## src/rtl/ssb_demodulator_chain_macros.svh

```systemverilog
// Assertion macros shared by the demodulator chain modules.
// Included by the modules that carry concurrent checks; no other dependencies.
`ifndef SSB_DEMODULATOR_CHAIN_MACROS_SVH
`define SSB_DEMODULATOR_CHAIN_MACROS_SVH
`ifndef SYNTHESIS
// Same-cycle implication check.
`define SSBD_ASSERT_IMP(lbl, clk, rst, ante, cons) \
   lbl: assert property (@(posedge clk) disable iff (rst) (ante) |-> (cons)) \
      else $error("ssbd assertion failed");
// Next-cycle implication check.
`define SSBD_ASSERT_NXT(lbl, clk, rst, ante, cons) \
   lbl: assert property (@(posedge clk) disable iff (rst) (ante) |=> (cons)) \
      else $error("ssbd assertion failed");
`else
`define SSBD_ASSERT_IMP(lbl, clk, rst, ante, cons)
`define SSBD_ASSERT_NXT(lbl, clk, rst, ante, cons)
`endif
`endif

```

## src/rtl/ssbd_pkg.sv

```systemverilog
// Package for the SSB demodulator chain: sizes, codes, shared types and the
// oscillator sine table. No dependencies.
package ssbd_pkg;

   localparam int TAPS             = 256;
   localparam int TAP_W            = $clog2(TAPS);
   localparam int SINE_TABLE_DEPTH = 1024;
   localparam int SINE_ADDR_W      = $clog2(SINE_TABLE_DEPTH);
   localparam int QUEUE_DEPTH      = 4;
   localparam int QUEUE_ADDR_W     = $clog2(QUEUE_DEPTH);
   localparam int DIV_N_W          = 48;
   localparam int DIV_D_W          = 32;

   localparam logic [63:0] Q30_ONE     = 64'd1073741824;
   localparam logic [63:0] HALF_PI_Q30 = 64'd1686629713;
   localparam logic [31:0] ENV_FLOOR   = 32'd17;
   localparam logic [47:0] GAIN_MIN    = 48'd167772;
   localparam logic [47:0] GAIN_MAX    = 48'd1677721600;
   localparam logic [31:0] GAIN_ONE    = 32'd16777216;

   // Input operation codes.
   typedef enum logic {
      OP_SAMPLE = 1'b0,
      OP_LOAD   = 1'b1
   } op_type;

   // Control register indexes.
   typedef enum logic [3:0] {
      CSR_PHASE_INC  = 4'd0,
      CSR_INPUT_RATE = 4'd1,
      CSR_OUTPUT_RATE = 4'd2,
      CSR_AGC_ENABLE = 4'd3,
      CSR_AGC_TARGET = 4'd4,
      CSR_ENV_ALPHA  = 4'd5,
      CSR_ATTACK     = 4'd6,
      CSR_DECAY      = 4'd7
   } csr_index_type;

   typedef enum logic [2:0] {
      F_IDLE,
      F_MUL,
      F_MIX,
      F_DIV_GO,
      F_DIV_WAIT,
      F_PUSH
   } front_state_type;

   typedef enum logic [3:0] {
      B_IDLE,
      B_PUSH,
      B_FIR,
      B_DRAIN,
      B_ROUND,
      B_ENV_MUL,
      B_ENV_ADD,
      B_DIV_GO,
      B_DIV_WAIT,
      B_GAIN_MUL,
      B_GAIN_ADD,
      B_AGC_MUL,
      B_AGC_SHIFT,
      B_OUT
   } back_state_type;

   // Control register file contents.
   typedef struct packed {
      logic [31:0] phase_increment;
      logic [23:0] input_rate;
      logic [23:0] output_rate;
      logic        agc_enable;
      logic [23:0] agc_target;
      logic [23:0] envelope_alpha;
      logic [23:0] attack_alpha;
      logic [23:0] decay_alpha;
   } cfg_type;

   // One queue entry: a coefficient load or a decimated sample.
   typedef struct packed {
      logic               load;
      logic [7:0]         tap_index;
      logic signed [17:0] tap_real;
      logic signed [17:0] tap_imag;
      logic signed [23:0] sample_re;
      logic signed [23:0] sample_im;
   } work_type;

   typedef struct packed {
      logic full;
      logic empty;
   } q_status_type;

   typedef logic signed [24:0] sine_table_type [SINE_TABLE_DEPTH];

   // Sine of a turn fraction in Q2.23, odd polynomial over one quadrant.
   function automatic logic signed [24:0] sine_of_turn(input logic [31:0] u);
      logic [63:0]        r;
      logic [63:0]        x;
      logic [63:0]        x2;
      logic [63:0]        s;
      logic [63:0]        t;
      logic [63:0]        v;
      logic signed [24:0] res;
      r = 64'(u[29:0]);
      if (u[30]) begin
         r = Q30_ONE - r;
      end
      x = (r * HALF_PI_Q30) >> 30;
      x2 = (x * x) >> 30;
      s = Q30_ONE;
      for (int k = 7; k >= 1; k--) begin
         t = ((x2 * s) >> 30) / 64'((2 * k) * (2 * k + 1));
         s = Q30_ONE - t;
      end
      v = (((x * s) >> 30) + 64'd64) >> 7;
      res = 25'(v);
      if (u[31]) begin
         res = -res;
      end
      return res;
   endfunction

   function automatic sine_table_type build_sine_table();
      sine_table_type tab;
      for (int k = 0; k < SINE_TABLE_DEPTH; k++) begin
         tab[k] = sine_of_turn(32'(k) << (32 - SINE_ADDR_W));
      end
      return tab;
   endfunction

   localparam sine_table_type SINE_TABLE = build_sine_table();

endpackage

```

## src/rtl/ssbd_queue.sv

```systemverilog
// Short first-in first-out queue of work entries between front and back.
// Depends on ssbd_pkg for the entry type and depth.
module ssbd_queue (
   input  logic                   clock,
   input  logic                   reset,
   input  logic                   push,
   input  ssbd_pkg::work_type     push_data,
   input  logic                   pop,
   output ssbd_pkg::work_type     head_data,
   output ssbd_pkg::q_status_type status
);
   import ssbd_pkg::*;

   work_type                 entry_ff [QUEUE_DEPTH];
   logic [QUEUE_ADDR_W-1:0]  wr_ff, wr_in;
   logic [QUEUE_ADDR_W-1:0]  rd_ff, rd_in;
   logic [QUEUE_ADDR_W:0]    fill_ff, fill_in;

   // Pointer and fill count update.
   always_comb begin
      wr_in = push ? wr_ff + 1'b1 : wr_ff;
      rd_in = pop ? rd_ff + 1'b1 : rd_ff;
      fill_in = fill_ff;
      if (push && !pop) begin
         fill_in = fill_ff + 1'b1;
      end else if (pop && !push) begin
         fill_in = fill_ff - 1'b1;
      end
   end

   always_ff @(posedge clock) begin
      if (reset) begin
         wr_ff <= '0;
         rd_ff <= '0;
         fill_ff <= '0;
      end else begin
         wr_ff <= wr_in;
         rd_ff <= rd_in;
         fill_ff <= fill_in;
      end
   end

   always_ff @(posedge clock) begin
      if (push) begin
         entry_ff[wr_ff] <= push_data;
      end
   end

   assign head_data = entry_ff[rd_ff];
   assign status.full = (fill_ff == (QUEUE_ADDR_W+1)'(QUEUE_DEPTH));
   assign status.empty = (fill_ff == '0);

endmodule

```

## config.mk

```make
export PLATFORM = sky130hd
export DESIGN_NAME = ssbd_queue
export DESIGN_NICKNAME = d
export VERILOG_FILES = /design/src/rtl/ssb_demodulator_chain_macros.svh /design/src/rtl/ssbd_pkg.sv /design/src/rtl/ssbd_queue.sv
export SDC_FILE = /design/constraint.sdc
export NUM_CORES = 1
export LEC_CHECK = 0
export BUFFER_PORTS_ARGS = -buffer_cell sky130_fd_sc_hd__buf_2
export CORE_ASPECT_RATIO = 1.5
export CORE_MARGIN = 2
export CORE_UTILIZATION = 45
export DETAILED_ROUTE_END_ITERATION = 8
export GPL_ROUTABILITY_DRIVEN = 0
export HOLD_SLACK_MARGIN = 0.02
export PLACE_DENSITY = 0.69
export SYNTH_ARGS = -nofsm -noshare
export SYNTH_HDL_FRONTEND = slang
export SYNTH_SLANG_ARGS = --single-unit
```

## constraint.sdc

```tcl
create_clock -name clock -period 4.15 [get_ports clock]
set_clock_uncertainty 0.1 [all_clocks]
set_input_delay 0.2075 -clock clock [delete_from_list [all_inputs] [get_ports clock]]
set_output_delay 0.2075 -clock clock [all_outputs]
set_load 0.03 [all_outputs]
```

==> results of run 1 <==
where the power goes:
part           total, uW  internal, uW  leakage [uW]  switching [uW]
logic               1060           426       0.00186             636
clock network       3190          1850      0.000572            1340
registers           4500          4420       0.00349            85.5
total               8760          6700       0.00592            2060
logic make-up after synthesis:
group           after synthesis  share of synthesized area
flops                       381                      0.820
mux                          95                      0.153
buf+inv                      25                     0.0124
simple gates                 15                    0.00533
fa+ha+maj                     6                    0.00596
xor+xnor                      5                    0.00316
compound gates                2                   0.000722
worst max-delay path, stage by stage, from the launching register on:
cell,delay (ns)
dfxtp_4,0.76
buf_4,0.53
mux4_2,0.60
buf_2,0.20
stage by stage:
stage | power, uW | setup slack [ns] | instance area, um^2 | util | hold slack (ns)
2_1_floorplan | 5260 | 0.891 | 13800 | - | 0.206
3_3_place_gp | 5560 | 1.70 | 15300 | 0.505 | 0.315
3_5_place_dp | 5590 | 1.66 | 15300 | 0.505 | 0.322
4_1_cts | 8860 | 1.09 | 17400 | 0.575 | 0.309
5_1_grt | 9070 | 0.992 | 17400 | 0.575 | 0.330
6_report | 8760 | 1.19 | 17400 | 0.576 | 0.335
cells in the final DEF, fill, tap and decap left out:
cell             n
o21ai_0          1
edfxtp_1       372
dfxtp_4          2
clkinv_4         3
and2_4           4
buf_4            5
mux4_2          93
clkinv_2         8
buf_2          191
nor3_1           1
inv_6            2
clkbuf_1         8
clkbuf_8         1
bufinv_16        3
buf_12           4
clkbuf_16       37
mux2i_1          2
dfxtp_1          7
dlygate4sd3_1   97
fa_1             1
or3_1            1
xor2_1           3
clkinv_1         3
ha_1             5
diode_2          3
inv_1            4
nor3b_1          1
a21oi_1          1
nor2_1           7
xnor2_1          2
nand2_1          1
registers in the layout (all words and copies together), names as in the netlist, named ones only:
| register | cells |
|---|---|
| wr_ff | 2 |
| fill_ff | 3 |
| entry_ff | 372 |
| rd_ff | 2 |
routing by layer:
layer  part of all wire  up-vias  routed length, um
met5                  0        -                  0
met4              0.041        0               1090
met3              0.054       71               1440
met2               0.53      202              14300
met1               0.37     3450               9950
li1                   -     2910                  -
repair_timing:
action                     in CTS  in global routing
hold endpoints to repair      381                  0
hold buffers                   97                  0
setup endpoints to repair       0                  0
area by class of cell:
type                       instances  share of cell area
sequential                       381               0.652
tap                              400              0.0287
inverter                           4            0.000862
clock buffer                      46              0.0557
clock inverter                    19              0.0106
antenna                            3            0.000431
multi-input combinational        123               0.134
timing repair buffer             297               0.117
final timing paths:
check | from | to
min | push_data[17] | entry_ff[2][17]
max | flop | head_data[10]
max reg2reg | wr_ff[0] | entry_ff[2][1]
min reg2reg | rd_ff[1] | rd_ff[1]
==> results.json, run 1 <==
{
  "status": "complete, no violations",
  "clock-sinks": 381,
  "relSlewSlack": 0.358,
  "synthCells": 529,
  "grt_overflow": 0,
  "ys_ff_latch": 381,
  "syn-num-nets": 632,
  "synth_largest_area_cell": "edfxtp_1",
  "area_delta_synth_final_pct": 25.8,
  "ys_types": 21,
  "min_period_ns": 2.96,
  "ys_seq_area_frac": 0.820,
  "cap_violations": 0,
  "num-nets-final": 946,
  "worstMarginPinSlew_ns": 0.963,
  "multiInputGateArea_um2": 2330,
  "busiest_layer": "met2",
  "period_share": 0.712,
  "insertion_delay_ns": 0.53,
  "netlist.area_leader.share": 0.807,
  "slew_viol_final": 0,
  "first_iter_violations": 330,
  "clock_path_buffers": 3,
  "grt_pass1_wl_um": 40800,
  "postSynth.asyncResetShare": 0,
  "io_pins": 192,
  "htree_num_levels": 2,
  "grt_util_met1": 0.188,
  "rrSetupSlack_ns": 2.00,
  "grt_start_max_net_pins": 63,
  "cts_tree": "done",
  "drc_errors": 0,
  "routed_via_density": 5.21,
  "wl_um": 26800,
  "cts.repair.resized": 0,
  "cp.required_ns": 3.84,
  "ys.warnings.count": 0,
  "synth_edf_count": 372,
  "cts_setup_buffers": 0,
  "rows": 78,
  "seq_area_um2": 11400,
  "end_kind": "primary output",
  "clk_pin_slew_ns": 0.06,
  "die_w_um": 147,
  "setup_viol": 0,
  "grtUsageTotal": 0.168,
  "layout-drive-gt1-share": 0.406,
  "dp_hpwl_um": 15800,
  "grtUsageMet3": 0.0401,
  "die_h_um": 219,
  "synthTopCellsByCount": "edfxtp_1 (372), mux4_2 (93), dfxtp_1 (9)",
  "core_um2": 30300,
  "dp_cells": 1108,
  "fillCellCount": 2211,
  "rsz0062_at_grt": "false",
  "cp_max_fo": 30,
  "io_buffers": 191,
  "routedWlPerCell_um": 21.1,
  "max_freq_ghz": 0.338,
  "cellLeakagePower_uw": 0.00592,
  "hold_path_class": "in2reg",
  "cp-start-kind": "flop",
  "path_class": "reg2out",
  "worst-r2r-cell-count": 4,
  "power_density_nw_per_um2": 503,
  "die-area_um2": 32200,
  "synth.most_common_cell": "edfxtp_1",
  "initial_core_util": 0.458,
  "vias": 6633,
  "synth_area_per_cell_um2": 26.2,
  "drt_pass1_iterations": 4,
  "cts_made_buffers": 36,
  "synth_area_um2": 13800,
  "whs_path_depth": 2,
  "ir_drop_mv": 0.414,
  "finalHoldViolCount": 0,
  "fin_cells": 1273,
  "tns_ns": 0,
  "grt_pass1_vias": 7426,
  "antenna_found_initial": 2,
  "crit_arrival_ns": 2.65,
  "ant_nets": 0,
  "root_buffer": "clkbuf_16",
  "yosys-top-cells-area": "edfxtp_1 (81%), mux4_2 (15%), dfxtp_1 (1.3%)",
  "met2_usage": 0.304,
  "synth_ff_type": "edfxtp_1"
}
Power figures use the tool's default switching activity.
==> run 2: changes to the inputs <==
Settings changed: ABC_AREA set to 1.
Clock period 4.15 ns to 3 ns, I/O delays scaled along.
==> run 2 against run 1 <==
Against the previous run: register-to-register slack worse by 0.90 ns; largest power group unchanged; die area up 2.4%; critical endpoint is now head_data[92]; highest routed layer is now met5; worst setup slack worse by 0.61 ns.
==> results.json, run 2 <==
{
  "status": "complete, no violations",
  "initial_core_util": 0.457,
  "yosys-top-cells-area": "edfxtp_1 (79%), nor2_1 (5.1%), o21ai_0 (5.0%)",
  "worst-r2r-cell-count": 5,
  "final.setup.worst_slack_ns": 0.587,
  "grt_pass1_wl_um": 47300,
  "ys_ff_latch": 381,
  "dr.max_layer_used": "met5",
  "dr_wl_met3_um": 1630,
  "first_iter_violations": 463,
  "cts_made_buffers": 36,
  "htree_num_levels": 2,
  "placed_cell_area_um2": 15600,
  "netlist.area_leader.share": 0.787,
  "slew_viol_final": 0,
  "synth_area_per_cell_um2": 14.8,
  "fillCellCount": 2447,
  "hold_end": "fill_ff[0]",
  "switchingPower_uw": 2900,
  "synth_ff_type": "edfxtp_1",
  "swShare": 0.239,
  "cts.repair.resized": 0,
  "synth.most_common_cell": "edfxtp_1",
  "rsz0062_at_grt": "false",
  "ys.warnings.count": 0,
  "p_comb_frac": 0.120,
  "vias": 8836,
  "finalHoldViolCount": 0,
  "cp_max_fo": 27,
  "top_regs": "entry_ff: 372 flops, fill_ff: 3 flops",
  "rows": 79,
  "rrSetupSlack_ns": 1.10,
  "grt_overflow": 0,
  "ys_types": 21,
  "cellLeakagePower_uw": 0.00626,
  "hold_path_class": "in2reg",
  "num-nets-final": 1344,
  "root_buffer": "clkbuf_16",
  "synthTopCellsByCount": "edfxtp_1 (372), nor2_1 (192), o21ai_0 (141)",
  "clk_pin_slew_ns": 0.06,
  "crit_arrival_ns": 2.16,
  "drt_pass1_iterations": 5,
  "largest_register_ff_count": 372,
  "whs_path_depth": 3,
  "die_h_um": 222,
  "reg2reg_from": "wr_ff[0]",
  "cap_violations": 0,
  "relSlewSlack": 0.634,
  "wl_met1_um": 12100,
  "routed-wl-met2_um": 16400,
  "layout_common_cells": "edfxtp_1 (372), nor2_1 (192), buf_2 (191)",
  "cp-start-kind": "flop",
  "power.internal_uw": 9210,
  "grt_start_max_net_pins": 96,
  "core_um2": 31000,
  "hold_start": "reset",
  "die_w_um": 149,
  "layout-drive-gt1-share": 0.214,
  "io_buffers": 191,
  "routedWlPerCell_um": 18.6,
  "insertion_delay_ns": 0.51,
  "max_freq_ghz": 0.414,
  "die-area_um2": 33000,
  "postSynth.asyncResetShare": 0,
  "design_area_um2": 17700,
  "drc_errors": 0,
  "ir_drop_mv": 0.815,
  "antenna_found_initial": 4,
  "grtUsageTotal": 0.185,
  "final_common_cell": "edfxtp_1",
  "pre_cts_ws_ns": 1.07,
  "synth_edf_count": 372,
  "min_period_ns": 2.41,
  "path_class": "reg2out",
  "rr_endpoint": "entry_ff[0][5]",
  "seqPwrFrac": 0.507,
  "period_share": 0.804,
  "worstMarginPinSlew_ns": 0.549,
  "synthCells": 957,
  "cts_tree": "done",
  "synth_area_um2": 14200,
  "io_pins": 192,
  "power_density_nw_per_um2": 683,
  "ant_nets": 0,
  "area_delta_synth_final_pct": 24.9,
  "tns_ns": 0,
  "clock_path_buffers": 3,
  "cts_setup_buffers": 0,
  "p_clk_frac": 0.373,
  "synth_largest_area_cell": "edfxtp_1",
  "cp.required_ns": 2.75,
  "top_register": "entry_ff",
  "routed_via_density": 5.28,
  "setup_viol": 0,
  "clock-sinks": 381,
  "grt_pass1_vias": 8994,
  "wl_um": 31100,
  "ys_seq_area_frac": 0.800,
  "dp_hpwl_um": 17000,
  "syn-num-nets": 1060,
  "end_kind": "primary output"
}
==> run 2: cell types whose count changed after synthesis, moves of 25 or more <==
cell / before / now
o21ai_0: 1 / 141
nor2_1: 7 / 192
clkbuf_1: 3 / 28
o22ai_1: 0 / 93
mux4_2: 93 / 0
o21ai_1: 0 / 50
==> run 2: cell families after synthesis <==
group	share of synthesized area
flops	0.800
compound gates	0.109
buf+inv	0.0297
simple gates	0.0547
xor+xnor	0.000617
fa+ha+maj	0.00582
==> run 2: final cells by class <==
class | count | area [um^2] | share of cell area
antenna | 3 | 7.51 | 0.000423
clock buffer | 43 | 948 | 0.0535
clock inverter | 19 | 229 | 0.0129
inverter | 17 | 78.8 | 0.00445
multi-input combinational | 499 | 2420 | 0.136
sequential | 381 | 11400 | 0.640
tap | 405 | 507 | 0.0286
timing repair buffer | 306 | 2180 | 0.123
==> run 2: per-stage QoR <==
| step | utilization | hold WS (ns) | power [uW] | cells |
|---|---|---|---|---|
| 3_5_place_dp | 0.502 | 0.233 | 7610 | 1512 |
| 6_report | 0.571 | 0.259 | 12100 | 1673 |
| 4_1_cts | 0.571 | 0.230 | 12200 | 1670 |
| 2_1_floorplan | - | 0.122 | 7130 | 957 |
| 3_3_place_gp | 0.502 | 0.223 | 7580 | 1512 |
| 5_1_grt | 0.571 | 0.254 | 12500 | 1673 |
==> run 2: what timing repair did <==
action	in CTS	in global routing
hold buffers	96	0
endpoints found under the setup margin	0	0
hold endpoints to repair	381	0
==> run 2: critical path, cell delays in order, from the launching register on <==
cell     delay (ns)
dfxtp_2        0.34
inv_2          0.39
buf_4          0.30
o21ai_0        0.11
o22ai_1        0.25
buf_2          0.26
==> run 2: power by group through the flow <==
stage	Sequential, uW	Combinational [uW]	Clock [uW]
3_5_place_dp	6250	1360	0
6_report	6140	1450	4520
3_3_place_gp	6240	1340	0
2_1_floorplan	6250	872	0
5_1_grt	6150	1560	4810
4_1_cts	6140	1470	4610
==> run 2: worst max-delay path by stage <==
stage | from | endpoint | slack [ns]
after global routing | flop | head_data[92] | 0.48
after floorplan | wr_ff[0] | entry_ff[2][0] | 0.07
after detailed placement | wr_ff[0] | entry_ff[0][2] | 1.07
after CTS | flop | head_data[92] | 0.53
after global placement | flop | head_data[92] | 1.09
final | flop | head_data[92] | 0.59
==> run 2: per-layer routing <==
| layer | vias up | GRT usage |
|---|---|---|
| met4 | 2 | 0.0747 |
| met2 | 265 | 0.336 |
| met1 | 4330 | 0.215 |
| met3 | 66 | 0.0340 |
| met5 | - | 0 |
| li1 | 4173 | - |
==> run 3: changes to the inputs <==
Clock period 3 ns to 2.31 ns, I/O delays scaled along.
==> run 3 against run 2 <==
Against the previous run: critical path depth unchanged; die area unchanged; final cell count rose by 0.24%; utilization grew 0.54 points; via count increased by 1.4%; sequential power rose by 30%; hold slack lost 0.011 ns; critical path type unchanged; sequential share of layout area down 0.57 points; clock power is 27% higher; largest power group unchanged; highest routed layer unchanged.
==> results.json, run 3 (synthesis gave the netlist of run 2 again) <==
{
  "dr_wl_met3_um": 2020,
  "clk_pin_slew_ns": 0.06,
  "fillCellCount": 2389,
  "swShare": 0.241,
  "max_freq_ghz": 0.450,
  "grt_pass1_vias": 9172,
  "crit_arrival_ns": 2.01,
  "relSlewSlack": 0.705,
  "critical_path.cell_chain": "inv_16, buf_12, nor2_1, o22ai_1, buf_2",
  "ant_nets": 0,
  "routed-wl-met2_um": 16800,
  "final_common_cell": "edfxtp_1",
  "cts_tree": "done",
  "dp_hpwl_um": 17100,
  "reg2reg_from": "wr_ff[1]",
  "period_share": 0.962,
  "setup_viol": 0,
  "end_kind": "primary output",
  "wl_um": 32200,
  "status": "complete, no violations",
  "insertion_delay_ns": 0.51,
  "layout_common_cells": "edfxtp_1 (372), nor2_1 (192), buf_2 (190)",
  "grtUsageTotal": 0.189,
  "hold_path_class": "in2reg",
  "die-area_um2": 33000,
  "p_comb_frac": 0.124,
  "placed_cell_area_um2": 15700,
  "wl_met1_um": 12500,
  "clock-sinks": 381,
  "rr_endpoint": "entry_ff[1][47]",
  "design_area_um2": 17900,
  "final.setup.worst_slack_ns": 0.0880,
  "layout-drive-gt1-share": 0.224,
  "area_delta_synth_final_pct": 26.1,
  "cpPeakStageDelay_ns": 0.45,
  "endpoint": "head_data[10]",
  "drc_errors": 0,
  "slew_viol_final": 0,
  "rrSetupSlack_ns": 0.71,
  "first_iter_violations": 492,
  "grt_overflow": 0,
  "hold_start": "push_data[10]",
  "drt_pass1_iterations": 4,
  "worstMarginPinSlew_ns": 0.442,
  "routed_via_density": 5.34,
  "io_pins": 192,
  "htree_num_levels": 2,
  "top_regs": "entry_ff: 372 flops, fill_ff: 3 flops",
  "fin_cells": 1677,
  "power_density_nw_per_um2": 876,
  "slowest_stage": "dfxtp_4",
  "rsz0062_at_grt": "false",
  "largest_register_ff_count": 372,
  "cap_violations": 0,
  "io_buffers": 191,
  "tns_ns": 0,
  "die_h_um": 222,
  "root_buffer": "clkbuf_16",
  "cp-start-kind": "flop",
  "num-nets-final": 1349,
  "dp_cells": 1513,
  "cellLeakagePower_uw": 0.00628,
  "worst-r2r-cell-count": 5,
  "finalHoldViolCount": 0,
  "power.internal_uw": 11900,
  "core_um2": 31000,
  "min_period_ns": 2.22,
  "die_w_um": 149,
  "p_clk_frac": 0.367,
  "switchingPower_uw": 3780,
  "seqPwrFrac": 0.509,
  "grt_start_max_net_pins": 94,
  "pre_cts_ws_ns": 0.449,
  "cts_made_buffers": 36,
  "vias": 8956,
  "path_class": "reg2out",
  "top_register": "entry_ff",
  "ir_drop_mv": 0.690,
  "antenna_found_initial": 3,
  "hold_ws_ns": 0.248,
  "initial_core_util": 0.457,
  "routedWlPerCell_um": 19.2,
  "dr.max_layer_used": "met5",
  "rows": 79,
  "cp.required_ns": 2.09,
  "cp_max_fo": 50,
  "clock_path_buffers": 3,
  "grt_pass1_wl_um": 48500
}
## run 3: cell count changes in the layout (fill, tap and decap cells not counted), sizes merged
cell | before | now
buf | 210 | 213
bufinv | 5 | 4
clkinv | 12 | 13
clkinvlp | 2 | 7
diode | 3 | 2
dlygate4sd3 | 96 | 97
inv | 17 | 13
## run 3: power by group through the flow
stage | Combinational, uW | Clock [uW] | Sequential, uW
3_5_place_dp | 1770 | 0 | 8120
3_3_place_gp | 1740 | 0 | 8110
2_1_floorplan | 1140 | 0 | 8110
4_1_cts | 1940 | 5880 | 7980
5_1_grt | 2090 | 6120 | 8000
6_report | 1950 | 5740 | 7980
## run 3: critical path: cells and delay by family (launching register included)
kind	cells	cell delay [ns]
buffers and inverters	3	0.72
DFF	1	0.45
AOI/OAI and AO/OA	1	0.23
and+or+nand+nor	1	0.06
## run 3: per-layer routing
layer | track usage | vias up
li1 | - | 4192
met1 | 0.223 | 4404
met2 | 0.337 | 308
met3 | 0.0418 | 50
met4 | 0.0694 | 2
met5 | 0 | -
## run 3: how the worst min path moves through the flow
stage	end	slack, ns	cells past startpoint
after floorplan	fill_ff[0]	0.09	1
after global placement	fill_ff[0]	0.19	2
after detailed placement	fill_ff[0]	0.19	2
after CTS	entry_ff[2][86]	0.22	2
after global routing	entry_ff[1][87]	0.24	2
final	entry_ff[1][10]	0.25	2
## run 3: timing repair
item	in CTS	in global routing
endpoints found under the hold margin	381	0
cloned	1	1
setup endpoints to repair	76	55
buffers inserted	0	1
resized for setup	5	4
hold buffers	97	0
## run 3: cell type report
type / count / area (um^2) / area share
multi-input combinational: 499 / 2440 / 0.136
timing repair buffer: 311 / 2340 / 0.131
clock inverter: 20 / 208 / 0.0116
clock buffer: 42 / 945 / 0.0528
inverter: 17 / 96.3 / 0.00538
antenna: 2 / 5.00 / 0.000280
tap: 405 / 507 / 0.0283
sequential: 381 / 11400 / 0.635
## run 3: per-stage QoR
step | utilization | total power (uW)
global placement | 0.505 | 9860
finish | 0.577 | 15700
CTS | 0.575 | 15800
detailed placement | 0.505 | 9890
global route | 0.577 | 16200
floorplan | - | 9250
